===== config.mk =====
export PLATFORM = sky130hd
export DESIGN_NAME = rxf_ctrl
export DESIGN_NICKNAME = d
export VERILOG_FILES = /design/src/hdl/rxf_pkg.sv /design/src/hdl/rxf_ctrl.sv
export SDC_FILE = /design/constraint.sdc
export NUM_CORES = 1
export LEC_CHECK = 0
export BUFFER_PORTS_ARGS = -buffer_cell sky130_fd_sc_hd__buf_2
export CAP_MARGIN = 10
export CORE_AREA = 2 2 39 41
export CTS_BUF_LIST = sky130_fd_sc_hd__clkbuf_4 sky130_fd_sc_hd__clkbuf_8
export DETAILED_ROUTE_END_ITERATION = 10
export DIE_AREA = 0 0 41 43
export GPL_ROUTABILITY_DRIVEN = 0
export PLACE_DENSITY = 0.49
export SYNTH_ARGS = -nofsm -noshare
export SYNTH_HDL_FRONTEND = slang
export SYNTH_SLANG_ARGS = --single-unit

===== constraint.sdc =====
create_clock -name i_clk -period 0.8 [get_ports i_clk]
set_input_delay 0 -clock i_clk [delete_from_list [all_inputs] [get_ports i_clk]]
set_output_delay 0 -clock i_clk [all_outputs]
set_load 0.005 [all_outputs]

===== src/hdl/rxf_pkg.sv =====
package rxf_pkg;

    localparam int COORD_W = 9;
    localparam int COUNT_W = 17;
    localparam int CHUNK_W = 8;
    localparam int PCNT_W  = 4;

    typedef enum logic [2:0] {
        ST_CLEAR,
        ST_IDLE,
        ST_SETUP,
        ST_ROWS,
        ST_SUM,
        ST_DONE
    } t_state;

    typedef struct packed {
        logic clear;
        logic load;
        logic setup;
        logic row_step;
        logic sum_step;
        logic commit;
    } t_cmd;

    typedef struct packed {
        logic clr_last;
        logic rows_done;
        logic sum_last;
    } t_status;

    function automatic logic [PCNT_W-1:0] f_popcount8(input logic [CHUNK_W-1:0] v);
        logic [PCNT_W-1:0] cnt;
        cnt = '0;
        for (int i = 0; i < CHUNK_W; i++) begin
            cnt = cnt + PCNT_W'(v[i]);
        end
        return cnt;
    endfunction

endpackage


===== src/hdl/rxf_ctrl.sv =====
module rxf_ctrl
    import rxf_pkg::*;
(
    input  logic    i_clk,
    input  logic    i_rst_n,
    input  logic    i_in_valid,
    output logic    o_in_stall,
    output logic    o_out_valid,
    input  logic    i_out_stall,
    input  t_status i_status,
    output t_cmd    o_cmd
);

    t_state r_state, n_state;
    logic   r_out_valid, n_out_valid;
    logic   out_free;

    assign out_free = !r_out_valid || !i_out_stall;

    always_comb begin
        n_state = r_state;
        case (r_state)
            ST_CLEAR: begin
                if (i_status.clr_last) begin
                    n_state = ST_IDLE;
                end
            end
            ST_IDLE: begin
                if (i_in_valid) begin
                    n_state = ST_SETUP;
                end
            end
            ST_SETUP: n_state = ST_ROWS;
            ST_ROWS: begin
                if (i_status.rows_done) begin
                    n_state = ST_SUM;
                end
            end
            ST_SUM: begin
                if (i_status.sum_last) begin
                    n_state = ST_DONE;
                end
            end
            ST_DONE: begin
                if (out_free) begin
                    n_state = ST_IDLE;
                end
            end
            default: n_state = ST_CLEAR;
        endcase
    end

    always_comb begin
        o_cmd      = '0;
        o_in_stall = 1'b1;
        case (r_state)
            ST_CLEAR: o_cmd.clear = 1'b1;
            ST_IDLE: begin
                o_in_stall = 1'b0;
                o_cmd.load = i_in_valid;
            end
            ST_SETUP: o_cmd.setup = 1'b1;
            ST_ROWS:  o_cmd.row_step = !i_status.rows_done;
            ST_SUM:   o_cmd.sum_step = 1'b1;
            ST_DONE:  o_cmd.commit = out_free;
            default: begin
                o_cmd      = '0;
                o_in_stall = 1'b1;
            end
        endcase
    end

    always_comb begin
        if (o_cmd.commit) begin
            n_out_valid = 1'b1;
        end else if (!i_out_stall) begin
            n_out_valid = 1'b0;
        end else begin
            n_out_valid = r_out_valid;
        end
    end

    always_ff @(posedge i_clk) begin
        if (!i_rst_n) begin
            r_state     <= ST_CLEAR;
            r_out_valid <= 1'b0;
        end else begin
            r_state     <= n_state;
            r_out_valid <= n_out_valid;
        end
    end

    assign o_out_valid = r_out_valid;

endmodule


-- After elaboration in Yosys (flattened, before gate mapping)
Cells that the tools add are included.
- bits in latches: 0
- memories kept: 0
- output and inout port bits: 8
- logic and storage cells: 34
- RAM bits: 0
- memory bits (read-only): 0
- register bits: 4
- add/subtract/negate cells: 0
- order comparisons: 0
- reduce and logical (&&, ||, !) cells: 6
- eq/ne operators: 11
- multiplexer cells: 15
- shifts and indexed selects: 0
- $mul: 0
- divide/modulo/power cells: 0
- bitwise gates (word level): 0
- operator list (kind ; number):
    3-bit one-hot mux with 6 select lines ; 1
    3-bit 2-to-1 mux ; 5
    2-bit != test, second input constant ; 5
    1-bit 2-to-1 mux ; 9
    3-bit by 2-bit == test with 1-bit output, second input constant ; 2
    3-bit == test, second input constant ; 2
    5-bit AND reduction ; 1
    3-bit by 1-bit == test with 1-bit output, second input constant ; 1
    1-bit zero test ; 3
    3-bit zero test ; 1
    2-bit by 1-bit != test with 1-bit output, second input constant ; 1
    1-bit logical OR ; 1

-- Logic depth before layout (Yosys ltp)
Gate-level depths: netlist (run 1).
- depth in word-level cells: 4
- depth in mapped cells: 5
- mapped depth without buffers: 3

-- Worst setup path after synthesis (run 1)
Ideal clock, no wire load.
- path kind: register to register
- from: register r_state[1]
- to: register r_state[2]
- period minus slack after synthesis: 901 ps
- cell stages (with the launch flop): 4
- library setup time: 115 ps
- required time: 685 ps
- slack: -101 ps
- arrival: 787 ps
- cell sequence: dfxtp_1 -> nand2b_1 -> a21oi_1 -> o21a_1
- cells in the longest elaborated chain, start to end: 3
- elaborated cells between the ends (all ways): 13
- ends and longest elaborated chain (element ; RTL line ; RTL):
    from (decl) ; rxf_ctrl.sv:14 ; t_state r_state, n_state;
    from (signal assigned) ; rxf_ctrl.sv:88 ; r_state <= n_state;
    3-bit == test (tied with other cells) ; rxf_ctrl.sv:22 ; case (r_state)
    2-bit != test (no line) ; n/a ;
    5-bit AND reduction (no line) ; n/a ;
Several ways; a longest one is shown, not always the timed one.
A chain may end at the register's enable or synchronous reset.

==> results of run 1 <==
worst paths after layout:
check / end / slack [ns] / cells after the start
hold reg to reg: o_out_valid$_SDFFE_PN0P_ / 0.52 / 2
setup / recovery: o_cmd[0] / -0.25 / 4
setup reg to reg: r_state[2]$_SDFFE_PN0P_ / -0.13 / 4
hold / removal: r_state[1]$_SDFFE_PN0P_ / 0.06 / 3
final cells by class:
class / count / area (um2) / share of cell area [%]
sequential: 4 / 91.3 / 18.5
timing repair buffer: 24 / 151 / 30.7
multi-input combinational: 27 / 196 / 39.8
clock buffer: 3 / 22.5 / 4.57
tap: 16 / 20.0 / 4.06
inverter: 3 / 11.3 / 2.28
cell usage in the layout (no fill, tap or decap), types with 2 or more instances in the layout:
cell type,synthesis,layout
a21oi_2,0,2
buf_2,1,14
buf_4,1,8
clkbuf_4,0,3
dfxtp_4,0,3
inv_1,3,3
nand2_1,3,2
nand2b_1,3,2
nor2_1,5,5
nor2b_1,2,2
nor3_2,1,2
o21ai_1,1,3
worst max-delay path: stages (launching register included):
cell and delay [ns]:
dfxtp_4 0.35, nor2b_4 0.18, nand2_2 0.09, a21oi_2 0.09, buf_2 0.11
flip-flops by register name, indices dropped and copies added, names as in the netlist:
name and flops:
o_out_valid 1, r_state 3
logic make-up (layout without fill, tap and decap cells):
family / after synthesis / in the layout
AO/OA/AOI/OAI: 9 / 9
buffers and inverters: 6 / 30
flip-flops: 4 / 4
AND/OR/NAND/NOR: 18 / 18
metal layers:
layer	track usage, %	share of wire [%]	routed length [um]	vias to the layer above
met4	2.00	0	0	0
met3	7.85	8.8	64	0
li1	-	-	-	170
met2	15.9	53	388	11
met1	8.97	38	278	153
met5	0	0	0	-
repair_timing:
item / in CTS / in global routing
buffers inserted: 3 / 1
gates cloned: 0 / 0
pin swaps: 2 / 3
setup endpoints to repair: 11 / 11
endpoints found under the hold margin: 1 / 0
resized for setup: 8 / 3
hold buffers: 1 / 0
power breakdown:
part	internal, mW	switching [mW]
Combinational	0.120	0.0917
Sequential	0.211	0.0172
Clock	0.168	0.0844
Total	0.499	0.193
==> impl_metrics.csv, run 1 <==
group,metric,value,unit
final_layout,n_fill_cell,154,
floorplanning,dieArea,1760,um2
placed_design,dp.final_hpwl,505,um
clock_network,cts.sinks,4,
run_status,status,"complete, but fails checks",
setup_path,worstSetupStartpointType,"register",
power_and_ir_drop,p_total,692,uW
synth,synthSimpleGateAreaFrac,36.8,%
synth,yosysSeqAreaShare,28.7,%
global_routing,grt_overflow,0,
sta,setup_violations,11,
synth,synthFlopType,"dfxtp_1",
power_and_ir_drop,vdd_drop_max,0.000633,V
synth,ys_seq_elements,4,
routing,viasPerCell,4.34,
synth,yosysTopAreaCell,"dfxtp_1",
routing,drtPass1Iterations,4,
synth,synth_fp_nets,44,
routing,wl_per_cell,9.49,um
synth,synth_common_cells,"nor2_1 (5), dfxtp_1 (4)",
floorplanning,num_rows,14,
setup_path,crit_path_end_kind,"output port",
synth,synth_top_family_by_area,"simple AND/OR/NAND/NOR gates",
clock_network,htreeDepth,1,
setup_path,path_class,"reg -> out",
routing,vias,334,
clock_network,cts-root-buf,"clkbuf_4",
synth,synth_edf_count,0,
sta,post-route-period-util,131,%
setup_path,path_max_fanout,4,
placed_design,post-place-ws,-0.147,ns
setup_path,worstSetupStartpoint,"r_state[0]$_SDFFE_PN0P_",
floorplanning,fp.dieH,43,um
setup_path,required,0.80,ns
global_routing,grt_pass1_vias,297,
placed_design,placed_cells,69,
clock_network,path_clk_slew,0.04,ns
synth,syn_area,279,um2
clock_network,insertion_delay,0.24,ns
synth,synth_xor_area_share,0,%
placed_design,portBuffers,14,
power_and_ir_drop,p_leak,0.238,nW
sta,worst_slew_pin_slew,0.158,ns
sta,fin_skew,0.00451,ns
global_routing,antenna_found_initial,0,
synth,syn_area_per_cell,7.54,um2
final_layout,drive_above_1_share,63.9,%
global_routing,grt_util_all_layers,9.73,%
final_layout,nets,70,
sta,slew_headroom,89.4,%
synth,synth_fa_ha_area_share,0,%
floorplanning,die_x,41,um
final_layout,final_cell_area,493,um2
run,cap_viol_max_count,0,
synth,synth-async-reset-ratio,0,%
routing,drc,0,
clock_network,cts_tree,"built",
final_layout,areaGrowthSynthToFinish,76.7,%
final_layout,fin_cells,77,
power_and_ir_drop,power_density,1400,nW/um2
placed_design,dpl_cell_area,398,um2
run_status,failed_checks,"negative setup slack",
floorplanning,core,1380,um2
sta,fmax,954,MHz
synth,synth_top_area_share,28.7,%
worst_hold_path,hp-start,"i_in_valid",
floorplanning,start_util,20.2,%
final_layout,n_antenna_cell,0,
synth,synthMuxAreaShare,0,%
worst_hold_path,min_path_type,"in -> reg",
setup_path,r2r-start,"r_state[1]$_SDFFE_PN0P_",
synth,yosys-top-cells-area,"dfxtp_1 (29%), nand2b_1 (6.7%), nor2_1 (6.7%), a41oi_2 (5.8%), a21oi_1 (5.4%)",
clock_network,cts_buffers,3,
synth,synth.distinct_cells,20,
floorplanning,boundaryPins,15,
sta,hold_viol,0,
synth,synth_warnings,0,
sta,finalSetupTns,-1.93,ns
routing,postRouteAntennaNets,0,
final_layout,utilization,35.6,%
routing,routed_wl,731,um
sta,holdWs,0.0641,ns
sta,min_period,1.05,ns
sta,slew_viol_final,0,
synth,yosysMostFrequentCell,"nor2_1",
synth,synthCells,37,
synth,synth_compound_area_share,22.0,%
sta,fin_ws,-0.249,ns
clock_network,clock_tree.buffer_depth,2,
global_routing,grt_pass1_wl,1110,um
sta,rsz0062_at_grt,"true",
routing,drt_iter0_drc,4,
setup_path,critPathArrivalTime,1.05,ns
global_routing,grt_max_degree,9,
(Power assumes the default switching activity.)
==> inputs of run 2 (changes only) <==
Settings changed: ABC_AREA from default to 1, PLACE_DENSITY 0.49 to 0.52.
==> run 2 against run 1 <==
  * Sequential power up 81%
  * Clock-buffer cell count up 1
  * Highest routed layer unchanged
  * The run still ends with negative setup slack left
  * Clock power up 21%
  * Utilization up 3.0 points
==> impl_metrics.csv, run 2 <==
group,metric,value,unit
final_layout,regMostFlops,"r_state",
clock_network,htreeDepth,1,
synth,synth_top_area_share,25.6,%
sta,fin_ws,-0.314,ns
synth,yosys-top-cells-area,"dfxtp_1 (26%), nor2_1 (18%), nand2_1 (12%), nand3_1 (9.6%), inv_1 (7.2%)",
synth,syn_area,313,um2
final_layout,n_fill_cell,158,
final_layout,final_cell_area,534,um2
floorplanning,die_x,41,um
placed_design,post-place-ws,-0.253,ns
sta,slew_viol_final,0,
synth,syn_area_per_cell,5.69,um2
placed_design,dp.final_hpwl,634,um
synth,ys_seq_elements,4,
clock_network,insertion_delay,0.24,ns
worst_hold_path,min_path_type,"in -> reg",
global_routing,grt_max_degree,8,
floorplanning,dieArea,1760,um2
final_layout,drive_above_1_share,49.4,%
clock_network,cts_buffers,3,
routing,viasPerCell,4.04,
synth,synthCells,55,
sta,rsz0062_at_grt,"true",
clock_network,path_clk_slew,0.04,ns
setup_path,worstSetupStartpointType,"register",
sta,worst_slew_pin_slew,0.175,ns
synth,yosysMostFrequentCell,"nor2_1",
synth,synth_common_cells,"nor2_1 (15), nand2_1 (10), inv_1 (6), nand3_1 (6), dfxtp_1 (4)",
synth,synth-async-reset-ratio,0,%
sta,min_period,1.11,ns
synth,synthFlopType,"dfxtp_1",
sta,setup_violations,11,
final_layout,utilization,38.6,%
setup_path,path_class,"reg -> out",
routing,drc,0,
final_layout,final_common_cell,"nor2_1",
clock_network,clock_tree.buffer_depth,2,
synth,synth.distinct_cells,15,
power_and_ir_drop,vdd_drop_max,0.00125,V
placed_design,portBuffers,14,
run,cap_viol_max_count,0,
floorplanning,start_util,22.6,%
clock_network,cts_tree,"built",
run_status,status,"complete, but fails checks",
clock_network,cts.sinks,4,
final_layout,areaGrowthSynthToFinish,70.8,%
global_routing,grt_pass1_wl,1240,um
final_layout,n_antenna_cell,0,
final_layout,mostFrequentLayoutCells,"nor2_1 (13), buf_2 (12), nand2_1 (9), nand3_1 (6)",
sta,slew_headroom,88.3,%
routing,postRouteAntennaNets,0,
synth,synth_edf_count,0,
power_and_ir_drop,p_leak,0.309,nW
synth,synth_warnings,0,
clock_network,cts-root-buf,"clkbuf_4",
synth,yosysSeqAreaShare,25.6,%
routing,drtPass1Iterations,5,
global_routing,antenna_found_initial,0,
setup_path,path_max_fanout,6,
global_routing,grt_pass1_vias,332,
global_routing,grt_util_all_layers,10.5,%
setup_path,critPathArrivalTime,1.11,ns
run_status,failed_checks,"negative setup slack",
routing,drt_iter0_drc,7,
floorplanning,fp.dieH,43,um
sta,hold_viol,0,
routing,vias,384,
final_layout,largest_reg_flops,3,
floorplanning,num_rows,14,
power_and_ir_drop,power_density,3290,nW/um2
routing,wl_per_cell,7.96,um
setup_path,required,0.80,ns
routing,routed_wl,756,um
sta,fmax,898,MHz
sta,finalSetupTns,-2.65,ns
synth,synth_fp_nets,62,
sta,fin_skew,0.00647,ns
placed_design,dpl_cell_area,449,um2
sta,post-route-period-util,139,%
synth,yosysTopAreaCell,"dfxtp_1",
global_routing,grt_overflow,0,
final_layout,nets,87,
sta,holdWs,0.0140,ns
floorplanning,core,1380,um2
setup_path,crit_path_end_kind,"output port",
floorplanning,boundaryPins,15,
run 2: changes by cell type in the layout (fill, tap and decap cells not counted), sizes merged, moves of 2 or more:
cell / delta
nor2: +12
nand2: +9
inv: +6
nand3: +5
a21oi: -3
nand2b: -3
nor2b: -3
buf: -2
nand3b: +2
nor3: -2
o21ai: -2
run 2: where the power goes:
part	internal [mW]	switching [mW]	total, mW
Sequential	0.294	0.118	0.412
Clock	0.221	0.0834	0.304
Combinational	0.538	0.505	1.04
run 2: metrics by stage:
step / std cells / power (mW)
detailed placement: 90 / 1.29
global placement: 90 / 1.29
finish: 95 / 1.76
CTS: 95 / 1.75
floorplan: 55 / 0.903
global route: 95 / 1.94
run 2: path summary, 6_finish.rpt:
| path | slack [ns] | cells after the start | from | to |
|---|---|---|---|---|
| worst max-delay path | -0.31 | 5 | r_state[1]$_SDFFE_PN0P_ | o_cmd[4] |
| worst min-delay path | 0.01 | 3 | i_rst_n | r_state[1]$_SDFFE_PN0P_ |
| worst max register to register | -0.26 | 6 | r_state[1]$_SDFFE_PN0P_ | r_state[0]$_SDFFE_PN0P_ |
| worst min register to register | 0.47 | 2 | o_out_valid$_SDFFE_PN0P_ | o_out_valid$_SDFFE_PN0P_ |
run 2: logic make-up (layout without fill, tap and decap cells):
| group | after synthesis | in the layout | share of synthesized area, % |
|---|---|---|---|
| AOI/OAI and AO/OA | 2 | 2 | 4.00 |
| and+or+nand+nor | 38 | 38 | 56.0 |
| DFF | 4 | 4 | 25.6 |
| buffers and inverters | 11 | 35 | 14.4 |
run 2: cell type report:
class / count / area, um2 / area share [%]
Clock buffer: 4 / 30.0 / 5.62
Inverter: 10 / 45.0 / 8.43
Multi-Input combinational cell: 40 / 205 / 38.4
Timing Repair Buffer: 21 / 143 / 26.7
Sequential cell: 4 / 91.3 / 17.1
Tap cell: 16 / 20.0 / 3.75
run 2: layer usage:
| layer | part of all wire [%] | GRT usage (%) |
|---|---|---|
| met1 | 46 | 13.2 |
| met2 | 45 | 14.4 |
| met3 | 8.2 | 4.71 |
| met4 | 0 | 6.00 |
| met5 | 0 | 0 |
run 2: critical path, stage by stage (launching register included):
cell	delay (ns)
dfxtp_4	0.37
nor2_4	0.14
nand2_2	0.07
buf_6	0.12
nor2_1	0.07
buf_2	0.11
run 2: repair_timing:
item | in CTS | in global routing
hold buffers | 0 | 0
setup endpoints to repair | 11 | 11
buffers inserted | 1 | 0
resized for setup | 11 | 4
endpoints found under the hold margin | 0 | 0
pin swaps | 1 | 1
==> inputs of run 3 (changes only) <==
Settings changed: CELL_PAD_IN_SITES_DETAIL_PLACEMENT from default to 1, CELL_PAD_IN_SITES_GLOBAL_PLACEMENT from default to 2, CORE_AREA 2 2 39 41 to default, CORE_MARGIN from default to 2, CORE_UTILIZATION from default to 21, DIE_AREA 0 0 41 43 to default, PLACE_DENSITY 0.52 to 0.81.
Clock period 0.8 ns to 1.1 ns, I/O delays scaled along.
==> run 3 against run 2 <==
  * The flow still finishes with violations (negative setup slack)
  * Total power decreased by 25%
  * Combinational power decreased by 22%
  * Sequential share of layout area down 0.47 points
  * Sequential cell count is the same
  * First-iteration DRC count fell by 57%
  * Cell area increased by 2.8%
  * Utilization up 2.1 points
  * Critical path depth increased by 1
  * Clock power fell by 39%
==> impl_metrics.csv, run 3 (synthesis results as in run 2) <==
group,metric,value,unit
floorplanning,die_x,42.6,um
setup_path,r2r_slack,-0.07,ns
placed_design,portBuffers,14,
setup_path,worstSetupStartpoint,"r_state[0]$_SDFFE_PN0P_",
clock_network,htreeDepth,1,
clock_network,cts_buffers,3,
setup_path,crit_family,"flip-flops",
run,cap_viol_max_count,0,
global_routing,grt_util_all_layers,13.1,%
final_layout,final_common_cell,"buf_2",
final_layout,regMostFlops,"r_state",
global_routing,grt_max_degree,8,
setup_path,cp-endpoint,"o_cmd[4]",
final_layout,drive_above_1_share,58.2,%
sta,rsz0062_at_grt,"true",
global_routing,grt_pass1_vias,445,
run_status,status,"complete, but fails checks",
sta,min_period,1.18,ns
routing,routed_wl,1090,um
sta,fin_skew,0.00255,ns
floorplanning,fp.dieH,42.6,um
sta,slew_headroom,89.1,%
power_and_ir_drop,p_leak,0.313,nW
routing,postRouteAntennaNets,0,
placed_design,dp.final_hpwl,751,um
setup_path,path_class,"reg -> out",
sta,setup_violations,6,
global_routing,antenna_found_initial,0,
sta,finalSetupTns,-0.270,ns
routing,drt_iter0_drc,3,
run_status,failed_checks,"negative setup slack",
final_layout,mostFrequentLayoutCells,"buf_2 (14), nor2_1 (10), nand2_1 (7), buf_4 (7), inv_1 (5)",
sta,fin_ws,-0.0774,ns
final_layout,largest_reg_flops,3,
sta,post-route-period-util,107,%
global_routing,grt_overflow,0,
setup_path,cpPeakStageDelay,0.37,ns
clock_network,insertion_delay,0.24,ns
setup_path,critPathArrivalTime,1.18,ns
clock_network,path_clk_slew,0.04,ns
clock_network,cts_hold_buf,0,
power_and_ir_drop,p_total,1.32,mW
final_layout,fin_cells,94,
sta,fmax,849,MHz
clock_network,cts_tree,"built",
setup_path,cp_num_cells,6,
setup_path,r2r-start,"r_state[0]$_SDFFE_PN0P_",
setup_path,crit_chain,"inv_4 > nor2_4 > nand2_2 > buf_6 > nor2_4 > buf_2",
setup_path,crit_path_end_kind,"output port",
sta,hold_viol,0,
setup_path,cp_common_cell,"nor2_4",
sta,slew_viol_final,0,
final_layout,areaGrowthSynthToFinish,75.6,%
floorplanning,dieArea,1810,um2
setup_path,slowest_stage,"dfxtp_4",
sta,worst_slew_pin_slew,0.162,ns
power_and_ir_drop,power_density,2400,nW/um2
setup_path,reg2reg_to,"r_state[1]$_SDFFE_PN0P_",
setup_path,cp.buffers_inverters,3,
global_routing,grt_pass1_wl,1820,um
worst_hold_path,min_path_type,"in -> reg",
routing,drc,0,
floorplanning,core,1350,um2
routing,vias,427,
setup_path,r2r_cells,8,
routing,viasPerCell,4.54,
floorplanning,boundaryPins,15,
clock_network,cts.sinks,4,
floorplanning,start_util,23.2,%
routing,wl_per_cell,11.6,um
setup_path,worstSetupStartpointType,"register",
clock_network,cts-root-buf,"clkbuf_4",
routing,drtPass1Iterations,3,
power_and_ir_drop,vdd_drop_max,0.000608,V
placed_design,post-place-ws,-0.153,ns
final_layout,n_antenna_cell,0,
floorplanning,num_rows,13,
final_layout,nets,88,
final_layout,utilization,40.7,%
clock_network,clock_tree.buffer_depth,2,
placed_design,placed_cells,90,
setup_path,path_max_fanout,5,
setup_path,required,1.10,ns
## run 3: worst min path at each step
stage,endpoint,startpoint,depth (start not counted),slack (ns)
5_1_grt,r_state[2]$_SDFFE_PN0P_,i_rst_n,3,0.04
6_report,r_state[2]$_SDFFE_PN0P_,i_rst_n,3,0.02
3_5_place_dp,r_state[0]$_SDFFE_PN0P_,i_rst_n,3,0.27
3_3_place_gp,r_state[0]$_SDFFE_PN0P_,i_rst_n,3,0.26
2_1_floorplan,o_cmd[4],i_in_valid,2,0.09
4_1_cts,r_state[2]$_SDFFE_PN0P_,i_rst_n,3,0.01
## run 3: layer usage
layer / routed length (um) / track usage, %
met1: 441 / 16.7
met2: 598 / 20.6
met3: 39 / 2.16
met4: 14 / 7.50
met5: 0 / 0
## run 3: worst reg2reg max path: cells and delay by family (launching register included)
kind            cells  cell delay, ns
compound gates      1            0.11
buf+inv             2            0.16
flops               1            0.37
simple gates        5            0.48
## run 3: layout make-up
type | count | area, um2
well taps | 15 | 18.8
flip-flops and latches | 4 | 91.3
fillers | 184 | 801
multi-input cells | 40 | 238
inverters | 10 | 45.0
clock buffers | 3 | 22.5
repair buffers | 22 | 134
## run 3: power by group
| part | internal, mW | switching [mW] |
|---|---|---|
| logic | 0.382 | 0.432 |
| clock network | 0.122 | 0.0620 |
| registers | 0.214 | 0.106 |
| total | 0.718 | 0.600 |
## run 3: repair_timing
item                       in CTS  in global routing
pin swaps                       1                  3
gates resized for setup        14                 12
setup endpoints to repair      10                 10
setup buffers                   1                  0
## run 3: per-stage QoR
stage / cell area [um2] / hold WS, ns
4_1_cts: 512 / 0.0125
2_1_floorplan: 313 / 0.0926
3_3_place_gp: 447 / 0.263
6_report: 549 / 0.0198
3_5_place_dp: 447 / 0.267
5_1_grt: 549 / 0.0378
